### config.mk
export PLATFORM = sky130hd
export DESIGN_NAME = tt_ram
export DESIGN_NICKNAME = d
export VERILOG_FILES = /design/src/hw/rtl/tt_ram.sv
export SDC_FILE = /design/constraint.sdc
export NUM_CORES = 1
export LEC_CHECK = 0
export ABC_AREA = 0
export BUFFER_PORTS_ARGS = -buffer_cell sky130_fd_sc_hd__clkbuf_2
export CAP_MARGIN = 20
export CORE_MARGIN = 8
export CORE_UTILIZATION = 40
export DETAILED_ROUTE_END_ITERATION = 6
export PLACE_DENSITY_LB_ADDON = 0.25
export SETUP_SLACK_MARGIN = 0.4
export SLEW_MARGIN = 20
export SYNTH_ARGS = -nofsm -noshare
export SYNTH_HDL_FRONTEND = slang
export SYNTH_SLANG_ARGS = --single-unit
### constraint.sdc
create_clock -name i_clk -period 2.5 [get_ports i_clk]
set_input_delay 0.125 -clock i_clk [delete_from_list [all_inputs] [get_ports i_clk]]
set_output_delay 0.125 -clock i_clk [all_outputs]
set_load 0.05 [all_outputs]
### src/hw/rtl/tt_ram.sv
// Generic simple dual-port RAM with one write port and a registered read port.
module tt_ram #(
    parameter int WIDTH = 8,
    parameter int DEPTH = 16
) (
    input  logic                     i_clk,
    input  logic                     i_we,
    input  logic [$clog2(DEPTH)-1:0] i_waddr,
    input  logic [WIDTH-1:0]         i_wdata,
    input  logic                     i_re,
    input  logic [$clog2(DEPTH)-1:0] i_raddr,
    output logic [WIDTH-1:0]         o_rdata
);

    logic [WIDTH-1:0] r_mem [DEPTH];
    logic [WIDTH-1:0] r_rdata;

    always_ff @(posedge i_clk) begin
        if (i_we) begin
            r_mem[i_waddr] <= i_wdata;
        end
        if (i_re) begin
            r_rdata <= r_mem[i_raddr];
        end
    end

    assign o_rdata = r_rdata;

endmodule

==> flow_results.xml <==
<?xml version="1.0" encoding="UTF-8"?>
<metrics>
  <group name="outcome">
    <metric name="outcome" unit="">finished clean</metric>
  </group>
  <group name="synthesis">
    <metric name="synth-edff-count" unit="">136</metric>
    <metric name="syn_area" unit="um2">5230</metric>
    <metric name="synthDominantCellAreaShare" unit="%">78.1</metric>
    <metric name="synth_area_per_cell" unit="um2">22.8</metric>
    <metric name="synthesis.nets" unit="">248</metric>
    <metric name="yosys_warnings" unit="">0</metric>
    <metric name="synthesized_instance_count" unit="">229</metric>
    <metric name="synthArstFlopShare" unit="%">0</metric>
    <metric name="synth_area_leader_cell" unit="">sky130_fd_sc_hd__edfxtp_1</metric>
    <metric name="flip_flop_and_latch_count_after_synthesis" unit="">136</metric>
    <metric name="synth_cell_types" unit="">18</metric>
    <metric name="yosysSeqAreaShare" unit="%">78.1</metric>
    <metric name="biggest_area_contributors_in_the_synthesized_netlist" unit="">sky130_fd_sc_hd__edfxtp_1 78%, sky130_fd_sc_hd__mux4_2 7.8%, sky130_fd_sc_hd__mux4_1 7.0%</metric>
    <metric name="synthFlopType" unit="">sky130_fd_sc_hd__edfxtp_1</metric>
  </group>
  <group name="clocking">
    <metric name="cts_tree" unit="">yes</metric>
    <metric name="cts-root-to-sink-buffers" unit="">2</metric>
    <metric name="htree_num_levels" unit="">4</metric>
    <metric name="post_cts.resized_instances" unit="">0</metric>
    <metric name="path_clk_slew" unit="ns">0.05</metric>
    <metric name="cts.root.buffer_cell" unit="">sky130_fd_sc_hd__clkbuf_16</metric>
    <metric name="cts.sinks" unit="">136</metric>
    <metric name="cts_hold_buffers" unit="">0</metric>
    <metric name="numCtsBuffers" unit="">17</metric>
    <metric name="clk_latency" unit="ns">0.40</metric>
    <metric name="postCtsSetupRepairBufs" unit="">0</metric>
  </group>
  <group name="setup_path">
    <metric name="worst-path-max-fanout" unit="">1</metric>
    <metric name="r2r_slack" unit="ns">0.98</metric>
    <metric name="worst_r2r_path_depth" unit="">3</metric>
    <metric name="r2r-end" unit="">o_rdata[6]$_DFFE_PP_</metric>
    <metric name="worstSetupPathType" unit="">flip-flop to flip-flop</metric>
    <metric name="timing.critical_path.from_type" unit="">flip-flop</metric>
    <metric name="req_time_crit_path" unit="ns">2.64</metric>
    <metric name="end_kind" unit="">flip-flop</metric>
    <metric name="cp.arrival" unit="ns">1.66</metric>
    <metric name="rr_startpoint" unit="">r_mem[3][6]$_DFFE_PP_</metric>
  </group>
  <group name="finish">
    <metric name="register_area" unit="um2">4080</metric>
    <metric name="fillerInstances" unit="">1029</metric>
    <metric name="drive_gt1_share" unit="%">29.1</metric>
    <metric name="post-route-cell-area" unit="um2">6230</metric>
    <metric name="final_nets" unit="">299</metric>
    <metric name="antenna_cells_inserted" unit="">0</metric>
    <metric name="fin_util" unit="%">49.2</metric>
    <metric name="multi_input_area" unit="um2">1060</metric>
    <metric name="areaGrowthSynthToFinish" unit="%">19.2</metric>
    <metric name="finalNonFillerCells" unit="">464</metric>
  </group>
  <group name="drt">
    <metric name="postRouteAntennaNets" unit="">0</metric>
    <metric name="drt_wl_total" unit="um">10200</metric>
    <metric name="drt_drc_violations_left" unit="">0</metric>
    <metric name="detailedRoute.firstPassIterationCount" unit="">4</metric>
    <metric name="drt-vias-per-instance" unit="">5.22</metric>
    <metric name="vias" unit="">2424</metric>
    <metric name="drtIter0Drc" unit="">205</metric>
    <metric name="wl_per_cell" unit="um">22.0</metric>
  </group>
  <group name="sta">
    <metric name="worstMarginPinSlew" unit="ns">0.787</metric>
    <metric name="setup_viol_count_final" unit="">0</metric>
    <metric name="timing_hold_violations_final" unit="">0</metric>
    <metric name="slew_viol_final" unit="">0</metric>
    <metric name="max_slew_margin" unit="%">47.3</metric>
    <metric name="layout_min_cycle_time" unit="ns">1.52</metric>
    <metric name="setup_tns" unit="ns">0</metric>
    <metric name="grt_setup_unrepaired" unit="">false</metric>
    <metric name="fmaxAchievable" unit="GHz">0.660</metric>
    <metric name="finClkSkew" unit="ns">0.00602</metric>
    <metric name="final_min_period_over_clock_period" unit="%">60.6</metric>
  </group>
  <group name="worst_hold_path">
    <metric name="hold_path_class" unit="">input pin to flip-flop</metric>
    <metric name="worstHoldEndpoint" unit="">o_rdata[2]$_DFFE_PP_</metric>
    <metric name="worst_hold_path.num_cells" unit="">1</metric>
    <metric name="hp-start" unit="">i_re</metric>
  </group>
  <group name="placed_design">
    <metric name="place.detailed.instances" unit="">433</metric>
    <metric name="gpl.final_weighted_congestion" unit="">0.727</metric>
    <metric name="io_buffers" unit="">26</metric>
    <metric name="area_after_detailed_placement" unit="um2">5620</metric>
    <metric name="dp_hpwl" unit="um">6530</metric>
  </group>
  <group name="grt">
    <metric name="grt_antenna_before_repair" unit="">0</metric>
    <metric name="overflow" unit="">0</metric>
    <metric name="grt_usage" unit="%">13.3</metric>
    <metric name="first_pass_grt_wire_length" unit="um">15700</metric>
    <metric name="grt_max_degree" unit="">33</metric>
    <metric name="grt_pass1_vias" unit="">2593</metric>
  </group>
  <group name="power_and_ir_drop">
    <metric name="peakVddDrop" unit="mV">0.424</metric>
    <metric name="power-per-cell-area" unit="nW/um2">873</metric>
    <metric name="post-layout-total-power" unit="W">0.00544</metric>
    <metric name="static-leakage-power" unit="nW">2.10</metric>
  </group>
  <group name="floorplanning">
    <metric name="dieWidth" unit="um">130</metric>
    <metric name="design.die.area" unit="um2">17000</metric>
    <metric name="core-area" unit="um2">12700</metric>
    <metric name="floorplan.initialDensity" unit="%">41.3</metric>
    <metric name="rows" unit="">41</metric>
    <metric name="dieHeight" unit="um">130</metric>
    <metric name="floorplan.io_pins" unit="">27</metric>
  </group>
  <group name="flow_run">
    <metric name="drv.max_cap_violation_count" unit="">0</metric>
  </group>
</metrics>
==> area by class of cell <==
| cell class | instances | area share, % |
|---|---|---|
| clock buffer | 19 | 6.94 |
| sequential | 136 | 65.5 |
| tap | 172 | 3.45 |
| multi-input combinational | 83 | 17.0 |
| clock inverter | 12 | 2.91 |
| timing repair buffer | 42 | 4.22 |
==> worst max path at each step <==
stage,startpoint,to,cells after the start
global route,r_mem[6][1]$_DFFE_PP_,o_rdata[1]$_DFFE_PP_,3
CTS,r_mem[11][0]$_DFFE_PP_,o_rdata[0]$_DFFE_PP_,3
detailed placement,i_raddr[0],o_rdata[1]$_DFFE_PP_,5
global placement,i_raddr[0],o_rdata[3]$_DFFE_PP_,5
finish,r_mem[3][6]$_DFFE_PP_,o_rdata[6]$_DFFE_PP_,3
floorplan,i_waddr[2],r_mem[0][0]$_DFFE_PP_,2
==> state kept, by name (all words and copies together) (netlist names) <==
name     cells
o_rdata      8
r_mem      128
==> stage by stage <==
stage / setup slack, ns / hold WS, ns
floorplan: 0.882 / 0.224
global placement: 0.723 / 0.532
detailed placement: 0.732 / 0.536
CTS: 0.954 / 0.109
global route: 0.918 / 0.112
finish: 0.985 / 0.114
==> routing by layer <==
layer	wire length (um)	vias up	global-route usage, %
met3	524	10	3.02
met5	0	-	0
li1	-	1082	-
met4	144	0	6.49
met1	4450	1261	16.9
met2	5100	71	21.1
==> cells in the mapped netlist (2+ instances only) <==
library cell	number
sky130_fd_sc_hd__nand2b_1	2
sky130_fd_sc_hd__mux4_2	18
sky130_fd_sc_hd__nor2_1	13
sky130_fd_sc_hd__mux4_1	14
sky130_fd_sc_hd__nand2_1	9
sky130_fd_sc_hd__a22oi_1	16
sky130_fd_sc_hd__buf_6	3
sky130_fd_sc_hd__nor3_1	4
sky130_fd_sc_hd__buf_2	3
sky130_fd_sc_hd__nand3b_1	2
sky130_fd_sc_hd__edfxtp_1	136
sky130_fd_sc_hd__clkdlybuf4s25_2	3
==> worst max-delay path, stage by stage, from the launching register on <==
cell,delay (ns)
sky130_fd_sc_hd__edfxtp_1,0.36
sky130_fd_sc_hd__mux4_2,0.48
sky130_fd_sc_hd__a22oi_1,0.31
sky130_fd_sc_hd__nand2_1,0.10
==> cell families after synthesis <==
logic type | Yosys count | share of synthesized area [%]
AO/OA/AOI/OAI | 16 | 2.30
flip-flops | 136 | 78.1
AND/OR/NAND/NOR | 35 | 3.14
multiplexers | 32 | 14.8
buffers and inverters | 10 | 1.65
==> layout by cell type (no fill, tap or decap) <==
master,count
sky130_fd_sc_hd__edfxtp_1,136
sky130_fd_sc_hd__clkbuf_2,26
sky130_fd_sc_hd__mux4_2,18
sky130_fd_sc_hd__clkbuf_16,17
sky130_fd_sc_hd__a22oi_1,16
sky130_fd_sc_hd__buf_4,15
sky130_fd_sc_hd__mux4_1,14
sky130_fd_sc_hd__nor2_1,13
sky130_fd_sc_hd__nand2_1,9
sky130_fd_sc_hd__bufinv_16,5
sky130_fd_sc_hd__clkinv_1,5
sky130_fd_sc_hd__nor3_1,4
sky130_fd_sc_hd__nand3b_1,2
sky130_fd_sc_hd__nand2b_1,2
sky130_fd_sc_hd__clkbuf_1,2
sky130_fd_sc_hd__nor2b_1,1
sky130_fd_sc_hd__and2_1,1
sky130_fd_sc_hd__and2b_1,1
sky130_fd_sc_hd__nand3_1,1
sky130_fd_sc_hd__or3b_2,1
sky130_fd_sc_hd__clkinvlp_4,1
sky130_fd_sc_hd__clkinv_2,1
sky130_fd_sc_hd__buf_12,1
==> power breakdown <==
group	switching [W]	internal, W	total, W
sequential	0.0000120	0.00257	0.00258
clock	0.000847	0.00174	0.00259
combinational	0.000174	0.0000969	0.000271
Power figures use the tool's default switching activity.
