**src/hw/rtl/tt_pkg.sv**
```systemverilog
// Shared types and constants of the transposition table.
package tt_pkg;

    localparam int INDEX_BITS = 16;
    localparam int SLOT_COUNT = 1 << INDEX_BITS;

    localparam logic [14:0] MATE_THRESHOLD_RESET = 15'd31872;

    typedef enum logic [1:0] {
        KIND_PROBE,
        KIND_STORE,
        KIND_NEW_SEARCH,
        KIND_CLEAR
    } t_kind;

    localparam logic [1:0] BOUND_EXACT = 2'd0;
    localparam logic [1:0] BOUND_LOWER = 2'd1;
    localparam logic [1:0] BOUND_UPPER = 2'd2;

    typedef struct packed {
        t_kind              kind;
        logic [63:0]        hash_key;
        logic [7:0]         search_depth;
        logic signed [15:0] alpha_bound;
        logic signed [15:0] beta_bound;
        logic [7:0]         ply_distance;
        logic signed [15:0] new_score;
        logic [1:0]         bound_type;
        logic [15:0]        best_move;
    } t_cmd;

    typedef struct packed {
        logic               key_hit;
        logic [15:0]        move_out;
        logic               score_valid;
        logic signed [15:0] score_out;
        logic               exact_hit;
    } t_result;

    typedef struct packed {
        logic [63:0] key;
        logic [15:0] score;
        logic [15:0] move;
        logic [7:0]  depth;
        logic [1:0]  bound;
        logic [7:0]  generation;
    } t_entry;

    localparam int ENTRY_BITS = $bits(t_entry);

    typedef struct packed {
        logic                  en;
        logic [INDEX_BITS-1:0] addr;
        t_entry                data;
    } t_wr_req;

endpackage

```
**src/hw/rtl/tt_lookup.sv**
```systemverilog
// Entry evaluation stage: probe result, replacement decision and result register.
module tt_lookup (
    input  logic                   i_clk,
    input  logic                   i_rst_n,
    input  logic                   i_vld,
    input  tt_pkg::t_cmd           i_cmd,
    input  logic [15:0]            i_store_score,
    input  tt_pkg::t_entry         i_entry,
    input  logic [7:0]             i_gen,
    input  logic [14:0]            i_thr,
    output tt_pkg::t_wr_req        o_wr,
    output logic                   o_strobe,
    output tt_pkg::t_result        o_result
);

    logic                   hit;
    logic                   deep;
    logic                   keep;
    logic                   valid;
    logic                   exact;
    logic signed [16:0]     sc17;
    logic signed [16:0]     thr17;
    logic signed [16:0]     ply17;
    logic signed [16:0]     adj;
    tt_pkg::t_result        n_result;
    logic                   n_strobe;
    logic                   r_strobe;
    tt_pkg::t_result        r_result;

    always_comb begin
        hit   = (i_entry.key == i_cmd.hash_key);
        deep  = hit && (i_entry.depth >= i_cmd.search_depth);
        sc17  = 17'(signed'(i_entry.score));
        thr17 = signed'({2'b00, i_thr});
        ply17 = signed'({9'b0, i_cmd.ply_distance});
        if (sc17 > thr17) begin
            adj = sc17 - ply17;
        end else if (sc17 < -thr17) begin
            adj = sc17 + ply17;
        end else begin
            adj = sc17;
        end

        valid = 1'b0;
        exact = 1'b0;
        unique case (i_entry.bound)
            tt_pkg::BOUND_EXACT: begin
                valid = deep;
                exact = deep;
            end
            tt_pkg::BOUND_LOWER: begin
                valid = deep && (adj >= 17'(i_cmd.beta_bound));
            end
            tt_pkg::BOUND_UPPER: begin
                valid = deep && (adj <= 17'(i_cmd.alpha_bound));
            end
            default: begin
                valid = 1'b0;
            end
        endcase

        n_result.key_hit     = hit;
        n_result.move_out    = hit ? i_entry.move : 16'd0;
        n_result.score_valid = valid;
        n_result.score_out   = valid ? adj[15:0] : 16'sd0;
        n_result.exact_hit   = exact;
        n_strobe = i_vld && (i_cmd.kind == tt_pkg::KIND_PROBE);

        keep = hit && (i_entry.generation == i_gen)
            && (((i_entry.bound == tt_pkg::BOUND_EXACT)
                 && (i_cmd.bound_type != tt_pkg::BOUND_EXACT))
                || (i_entry.depth > i_cmd.search_depth));

        o_wr.en              = i_vld && (i_cmd.kind == tt_pkg::KIND_STORE) && !keep;
        o_wr.addr            = i_cmd.hash_key[tt_pkg::INDEX_BITS-1:0];
        o_wr.data.key        = i_cmd.hash_key;
        o_wr.data.score      = i_store_score;
        o_wr.data.move       = i_cmd.best_move;
        o_wr.data.depth      = i_cmd.search_depth;
        o_wr.data.bound      = i_cmd.bound_type;
        o_wr.data.generation = i_gen;
    end

    always_ff @(posedge i_clk) begin
        if (!i_rst_n) begin
            r_strobe <= 1'b0;
        end else begin
            r_strobe <= n_strobe;
        end
        r_result <= n_result;
    end

    assign o_strobe = r_strobe;
    assign o_result = r_result;

endmodule

```
**config.mk**
```make
export PLATFORM = sky130hd
export DESIGN_NAME = tt_lookup
export DESIGN_NICKNAME = d
export VERILOG_FILES = /design/src/hw/rtl/tt_pkg.sv /design/src/hw/rtl/tt_lookup.sv
export SDC_FILE = /design/constraint.sdc
export NUM_CORES = 1
export LEC_CHECK = 0
export BUFFER_PORTS_ARGS = -buffer_cell sky130_fd_sc_hd__clkbuf_2
export CAP_MARGIN = 30
export CORE_AREA = 3 3 184 186
export CTS_CLUSTER_SIZE = 30
export DETAILED_ROUTE_END_ITERATION = 7
export DIE_AREA = 0 0 187 189
export HOLD_SLACK_MARGIN = 0.12
export MAX_ROUTING_LAYER = met4
export PLACE_DENSITY = 0.48
export SETUP_SLACK_MARGIN = 0.02
export SLEW_MARGIN = 20
export SYNTH_ARGS = -nofsm -noshare
export SYNTH_HDL_FRONTEND = slang
export SYNTH_SLANG_ARGS = --single-unit
```
**constraint.sdc**
```tcl
create_clock -name i_clk -period 8.6 [get_ports i_clk]
set_input_delay 1.72 -clock i_clk [delete_from_list [all_inputs] [get_ports i_clk]]
set_output_delay 1.72 -clock i_clk [all_outputs]
set_load 0.01 [all_outputs]
```
==> results.sh, run 1 <==
export IMPL_grt_pass1_wl_um=41600
export IMPL_startpoint_of_the_most_critical_hold_path="i_cmd[146]"
export IMPL_switchingPower_mw=0.289
export IMPL_count_of_cells_along_the_worst_hold_path=2
export IMPL_numPortBuffers=390
export IMPL_cts_root_cell="sky130_fd_sc_hd__clkbuf_16"
export IMPL_critical_path_top_delay_family="simple AND/OR/NAND/NOR gates"
export IMPL_first_pass_iters=5
export IMPL_detail_route_antenna_nets=0
export IMPL_synth_top_cells_by_count="sky130_fd_sc_hd__buf_4, sky130_fd_sc_hd__ha_1, sky130_fd_sc_hd__inv_1"
export IMPL_synth_lib_cells_used_distinct=62
export IMPL_pleak_nw=4.22
export IMPL_syn_area_sq_um=6020
export IMPL_postCtsHoldBufs=0
export IMPL_timing_critical_path_fanout_max=11
export IMPL_worst_endpoint_arrival_ns=7.73
export IMPL_synth_adder_area_share=0.200
export IMPL_critical_path_top_cell_by_count="sky130_fd_sc_hd__nor3_1"
export IMPL_final_hold_viol_count=0
export IMPL_netlist_instances=755
export IMPL_core_area_sq_um=32500
export IMPL_drc=0
export IMPL_rsz_0062_raised_after_global_routing="no"
export IMPL_synthSimpleGateAreaFrac=0.198
export IMPL_detail_route_wirelength_um=30800
export IMPL_min_period_ns=7.54
export IMPL_synth_edff_count=0
export IMPL_critical_path_max_stage_delay_ns=0.48
export IMPL_timing_final_crit_share=0.876
export IMPL_vertical_die_dimension_um=189
export IMPL_combinationalPowerShare=0.491
export IMPL_post_synth_xor_area_fraction=0.133
export IMPL_setup_tns_ns=0
export IMPL_ios=471
export IMPL_synth_seq_area_share=0.120
export IMPL_criticalPathCategory="input port to flip-flop"
export IMPL_holdCritPathClass="input port to flip-flop"
export IMPL_fmax_ghz=0.133
export IMPL_postCtsSetupRepairBufs=0
export IMPL_floorplan_initialDensity=0.186
export IMPL_grt_max_degree=21
export IMPL_worstSetupStartpointType="input port"
export IMPL_vias=6024
export IMPL_post_cts_resize_count=0
export IMPL_drt_vias_per_instance=4.11
export IMPL_routed_length_per_instance_um=21.0
export IMPL_cts_buffer_depth=2
export IMPL_fraction_of_layout_cells_with_a_size_suffix_above_1=0.410
export IMPL_detail_route_iter0_violations=361
export IMPL_worst_slew_margin_rel=0.451
export IMPL_async_flop_share=0
export IMPL_die_width_um=187
export IMPL_drv_slew=0
export IMPL_fin_nets=1419
export IMPL_antenna_found_initial=1
export IMPL_synth_top_family_by_area="buffers and inverters"
export IMPL_power_internal_mw=0.455
export IMPL_slowest_library_cell_on_the_worst_path="sky130_fd_sc_hd__nor3_1"
export IMPL_mappedNetlistNets=1154
export IMPL_cts_buffers=5
export IMPL_via_count_of_the_first_global_routing_pass=5757
export IMPL_status="finished clean"
export IMPL_min_to="o_strobe$_SDFF_PN0_"
export IMPL_synthTopCellsByArea="sky130_fd_sc_hd__ha_1, sky130_fd_sc_hd__buf_4, sky130_fd_sc_hd__dfxtp_1"
export IMPL_synth_area_leader_cell="sky130_fd_sc_hd__ha_1"
export IMPL_cts_htree_levels=2
export IMPL_tightest_slew_ns=0.824
export IMPL_power_frac_clock=0.285
export IMPL_yosysTopAreaCellShare=0.193
export IMPL_detailed_place_hpwl_um=28600
export IMPL_num_fill_cells=3651
export IMPL_layout_core_utilization=0.238
export IMPL_path_clk_slew_ns=0.06
export IMPL_switching_share=0.388
export IMPL_synthesis_stage_register_bit_count=36
export IMPL_category_of_the_worst_setup_path_capture_point="flip-flop"
export IMPL_place_gp_congestion=0.867
export IMPL_gr_usage_all_layers=0.171
export IMPL_gr_total_overflow=0
export IMPL_timing_max_cap_violations=0
export IMPL_synth_compound_area_frac=0.134
export IMPL_die_area_sq_um=35300
export IMPL_setup_violations=0
export IMPL_clock_tree_from_tritoncts="built"
export IMPL_placementRows=66
export IMPL_post_synth_mux_area_share=0
export IMPL_p_per_area_nw_per_um2=96.2
export IMPL_ys_dominant_reg_cell="sky130_fd_sc_hd__dfxtp_1"
export IMPL_syn_avg_cell_area_sq_um=7.98
export IMPL_sequentialPowerShare=0.224
export IMPL_critPathRequiredTime_ns=8.80
export IMPL_critical_path_buf_inv_count=3
export IMPL_tritoncts_num_sinks=36
export IMPL_power_ir_vdd_worst_mv=0.0774
export IMPL_ys_warnings_count=0
export IMPL_areaGrowthSynthToFinish_pct=28.3
export IMPL_synthMostInstantiatedCell="sky130_fd_sc_hd__buf_4"
## logic make-up (layout without fill, tap and decap cells)
family                     Yosys count  in the layout
AOI/OAI and AO/OA                  114            114
xor gates and xnor gates            90             90
adders and majority gates           95             95
buffers and inverters              213            479
DFF                                 36             36
other                                0              1
and+or+nand+nor                    207            207
## power by group through the flow
stage	clock network [mW]	registers (mW)	logic, mW
floorplan	0	0.171	0.229
global placement	0	0.171	0.363
detailed placement	0	0.171	0.366
CTS	0.217	0.167	0.369
global route	0.225	0.167	0.408
finish	0.212	0.167	0.365
## metal layers
metal / up-vias / global-route usage / share of wire
li1: 3008 / - / -
met1: 2727 / 0.243 / 0.49
met2: 275 / 0.230 / 0.39
met3: 14 / 0.0741 / 0.11
met4: 0 / 0.0174 / 0.0047
met5: - / - / 0
## through the flow
step                instance area [sq um]  hold WS, ns  cells  power (mW)  setup slack, ns
floorplan                            6020         1.80    755       0.400             2.22
global placement                     7560         1.90   1455       0.534            0.800
detailed placement                   7560         1.90   1455       0.537            0.721
CTS                                  7730         1.60   1463       0.753             1.01
global route                         7730         1.62   1464       0.800            0.375
finish                               7730         1.61   1464       0.744             1.06
## sequential cells by signal, summed over array words and instances (netlist names)
name and cells:
o_result 35, o_strobe 1
## cell type report
type                            instances  area (sq um)  share of cell area
Timing Repair Buffer                  395          1990               0.257
Inverter                               76           285              0.0369
Clock buffer                            6           129              0.0167
Antenna cell                            1          2.50            0.000324
Multi-Input combinational cell        506          4010               0.519
Sequential cell                        36           721              0.0932
Clock inverter                          2          35.0             0.00453
Tap cell                              442           553              0.0716
## cell usage in the layout (no fill, tap or decap), types with 12 or more instances in the layout
master / netlist / routed
sky130_fd_sc_hd__a21oi_1: 35 / 35
sky130_fd_sc_hd__ha_1: 93 / 93
sky130_fd_sc_hd__o21ai_0: 17 / 17
sky130_fd_sc_hd__nand2_1: 25 / 25
sky130_fd_sc_hd__nor2_1: 26 / 26
sky130_fd_sc_hd__clkbuf_2: 0 / 390
sky130_fd_sc_hd__nor4_1: 25 / 24
sky130_fd_sc_hd__nand4_1: 20 / 20
sky130_fd_sc_hd__nor2b_1: 13 / 13
sky130_fd_sc_hd__xor2_1: 74 / 74
sky130_fd_sc_hd__a21o_1: 12 / 12
sky130_fd_sc_hd__dfxtp_1: 36 / 36
sky130_fd_sc_hd__and2_1: 31 / 31
sky130_fd_sc_hd__inv_1: 76 / 76
sky130_fd_sc_hd__xnor2_1: 14 / 14
sky130_fd_sc_hd__nor3_1: 15 / 15
## worst max-delay path by stage
| stage | to | from | cells past startpoint |
|---|---|---|---|
| 6_report | o_result[6]$_SDFF_PN0_ | i_thr[3] | 26 |
| 5_1_grt | o_result[6]$_SDFF_PN0_ | i_thr[3] | 26 |
| 4_1_cts | o_result[6]$_SDFF_PN0_ | i_thr[3] | 26 |
| 3_5_place_dp | o_result[6]$_SDFF_PN0_ | i_thr[3] | 26 |
| 3_3_place_gp | o_result[6]$_SDFF_PN0_ | i_thr[3] | 26 |
| 2_1_floorplan | o_result[10]$_SDFF_PN0_ | i_thr[3] | 26 |
(Power assumes the default switching activity.)
==> inputs of run 2 (changes only) <==
--- a/config.mk
+++ b/config.mk
@@ -14,6 +14,7 @@
 export HOLD_SLACK_MARGIN = 0.12
 export MAX_ROUTING_LAYER = met4
 export PLACE_DENSITY = 0.48
+export REMOVE_ABC_BUFFERS = 1
 export SETUP_SLACK_MARGIN = 0.02
 export SLEW_MARGIN = 20
 export SYNTH_ARGS = -nofsm -noshare
==> run 2 against run 1 <==
Net effect:
- cell count barely moved
- clock power rose by 7%
- global-route usage rose by 4.8 points
- maximum frequency rose by 0.38%
- critical path depth rose by 1
- non-clock buffer count rose by 1
- worst hold slack improved by 0.018 ns
- count of clock-buffer cells in the layout fell by 1
- critical endpoint is now o_result[16]$_SDFF_PN0_
- largest power group unchanged
- highest routed layer unchanged
==> results.sh, run 2 (same netlist as run 1, synthesis figures left out) <==
export IMPL_hold_ws_ns=1.63
export IMPL_cts_buffers=5
export IMPL_fin_nets=1420
export IMPL_cts_root_cell="sky130_fd_sc_hd__clkbuf_16"
export IMPL_detailed_place_hpwl_um=36500
export IMPL_setup_tns_ns=0
export IMPL_postCtsHoldBufs=0
export IMPL_criticalPathCategory="input port to flip-flop"
export IMPL_ios=471
export IMPL_holdCritPathClass="input port to flip-flop"
export IMPL_min_period_ns=7.51
export IMPL_largest_register_ff_count=35
export IMPL_detail_route_wirelength_um=39100
export IMPL_areaGrowthSynthToFinish_pct=28.5
export IMPL_clock_tree_from_tritoncts="built"
export IMPL_setup_violations=0
export IMPL_timing_critical_path_fanout_max=11
export IMPL_slowest_library_cell_on_the_worst_path="sky130_fd_sc_hd__nor4_1"
export IMPL_cts_htree_levels=2
export IMPL_power_ir_vdd_worst_mv=0.112
export IMPL_final_common_cell="sky130_fd_sc_hd__clkbuf_2"
export IMPL_place_gp_congestion=1.04
export IMPL_layout_core_utilization=0.239
export IMPL_gr_usage_all_layers=0.219
export IMPL_fmax_ghz=0.133
export IMPL_fraction_of_layout_cells_with_a_size_suffix_above_1=0.412
export IMPL_startpoint_of_the_most_critical_hold_path="i_entry[27]"
export IMPL_p_per_area_nw_per_um2=97.8
export IMPL_routed_length_per_instance_um=26.7
export IMPL_drc=0
export IMPL_status="finished clean"
export IMPL_rsz_0062_raised_after_global_routing="no"
export IMPL_tightest_slew_ns=0.879
export IMPL_final_hold_viol_count=0
export IMPL_detail_route_antenna_nets=0
export IMPL_postCtsSetupRepairBufs=0
export IMPL_worst_slew_margin_rel=0.414
export IMPL_critical_path_top_delay_family="simple AND/OR/NAND/NOR gates"
export IMPL_timing_max_cap_violations=0
export IMPL_drv_slew=0
export IMPL_timing_final_crit_share=0.873
export IMPL_floorplan_initialDensity=0.186
export IMPL_die_area_sq_um=35300
export IMPL_worstSetupStartpointType="input port"
export IMPL_placementRows=66
export IMPL_post_layout_total_power_mw=0.758
export IMPL_worst_endpoint_arrival_ns=7.72
export IMPL_via_count_of_the_first_global_routing_pass=6101
export IMPL_post_cts_resize_count=0
export IMPL_die_width_um=187
export IMPL_path_clk_slew_ns=0.08
export IMPL_gr_total_overflow=0
export IMPL_critical_path_max_stage_delay_ns=0.42
export IMPL_final_cell_mix="sky130_fd_sc_hd__clkbuf_2, sky130_fd_sc_hd__ha_1, sky130_fd_sc_hd__inv_1"
export IMPL_num_fill_cells=3625
export IMPL_numPortBuffers=390
export IMPL_antenna_found_initial=1
export IMPL_count_of_cells_along_the_worst_hold_path=2
export IMPL_critical_path_buf_inv_count=4
export IMPL_detail_route_iter0_violations=227
export IMPL_vertical_die_dimension_um=189
export IMPL_first_pass_iters=4
export IMPL_grt_max_degree=21
export IMPL_core_area_sq_um=32500
export IMPL_critPathRequiredTime_ns=8.81
export IMPL_pleak_nw=4.22
export IMPL_drt_vias_per_instance=4.21
export IMPL_vias=6168
export IMPL_tritoncts_num_sinks=36
export IMPL_startpoint="i_thr[3]"
export IMPL_crit_cells=27
export IMPL_grt_pass1_wl_um=51200
export IMPL_category_of_the_worst_setup_path_capture_point="flip-flop"
export IMPL_cts_buffer_depth=2
-- run 2: cell types whose count changed in the layout (fill, tap and decap cells not counted) --
cell,previous run,this run
sky130_fd_sc_hd__buf_4,5,6
sky130_fd_sc_hd__clkbuf_1,1,0
sky130_fd_sc_hd__clkinv_2,1,0
sky130_fd_sc_hd__clkinvlp_4,0,1
sky130_fd_sc_hd__inv_6,0,1
-- run 2: layer usage --
layer,part of all wire,track usage,wire (um),vias to the layer above
met5,0,-,0,-
met4,0.023,0.0457,884,0
li1,-,-,-,3012
met1,0.34,0.208,13400,2759
met3,0.21,0.196,8030,25
met2,0.43,0.336,16800,372
-- run 2: report_power, final --
part | switching [mW] | internal (mW) | total (mW)
clock network | 0.0891 | 0.138 | 0.227
registers | 0.0000302 | 0.167 | 0.167
logic | 0.211 | 0.152 | 0.363
total | 0.301 | 0.457 | 0.758
-- run 2: area by class of cell --
| class | count | area, sq um | share of cell area |
|---|---|---|---|
| flip-flops and latches | 36 | 721 | 0.0931 |
| multi-input cells | 506 | 4010 | 0.518 |
| inverters | 76 | 285 | 0.0368 |
| repair buffers | 396 | 2000 | 0.258 |
| clock inverters | 3 | 46.3 | 0.00598 |
| diodes | 1 | 2.50 | 0.000323 |
| clock buffers | 5 | 125 | 0.0162 |
| well taps | 442 | 553 | 0.0714 |
-- run 2: final timing paths --
| kind | endpoint |
|---|---|
| worst max-delay path | o_result[16]$_SDFF_PN0_ |
| worst min-delay path | o_result[27]$_SDFF_PN0_ |
-- run 2: through the flow --
stage               setup slack [ns]  area, sq um  std cells
floorplan                       2.10         5010        618
global placement               0.721         7570       1456
detailed placement             0.705         7570       1456
CTS                             1.02         7740       1464
global route                   0.271         7740       1465
finish                          1.09         7740       1465
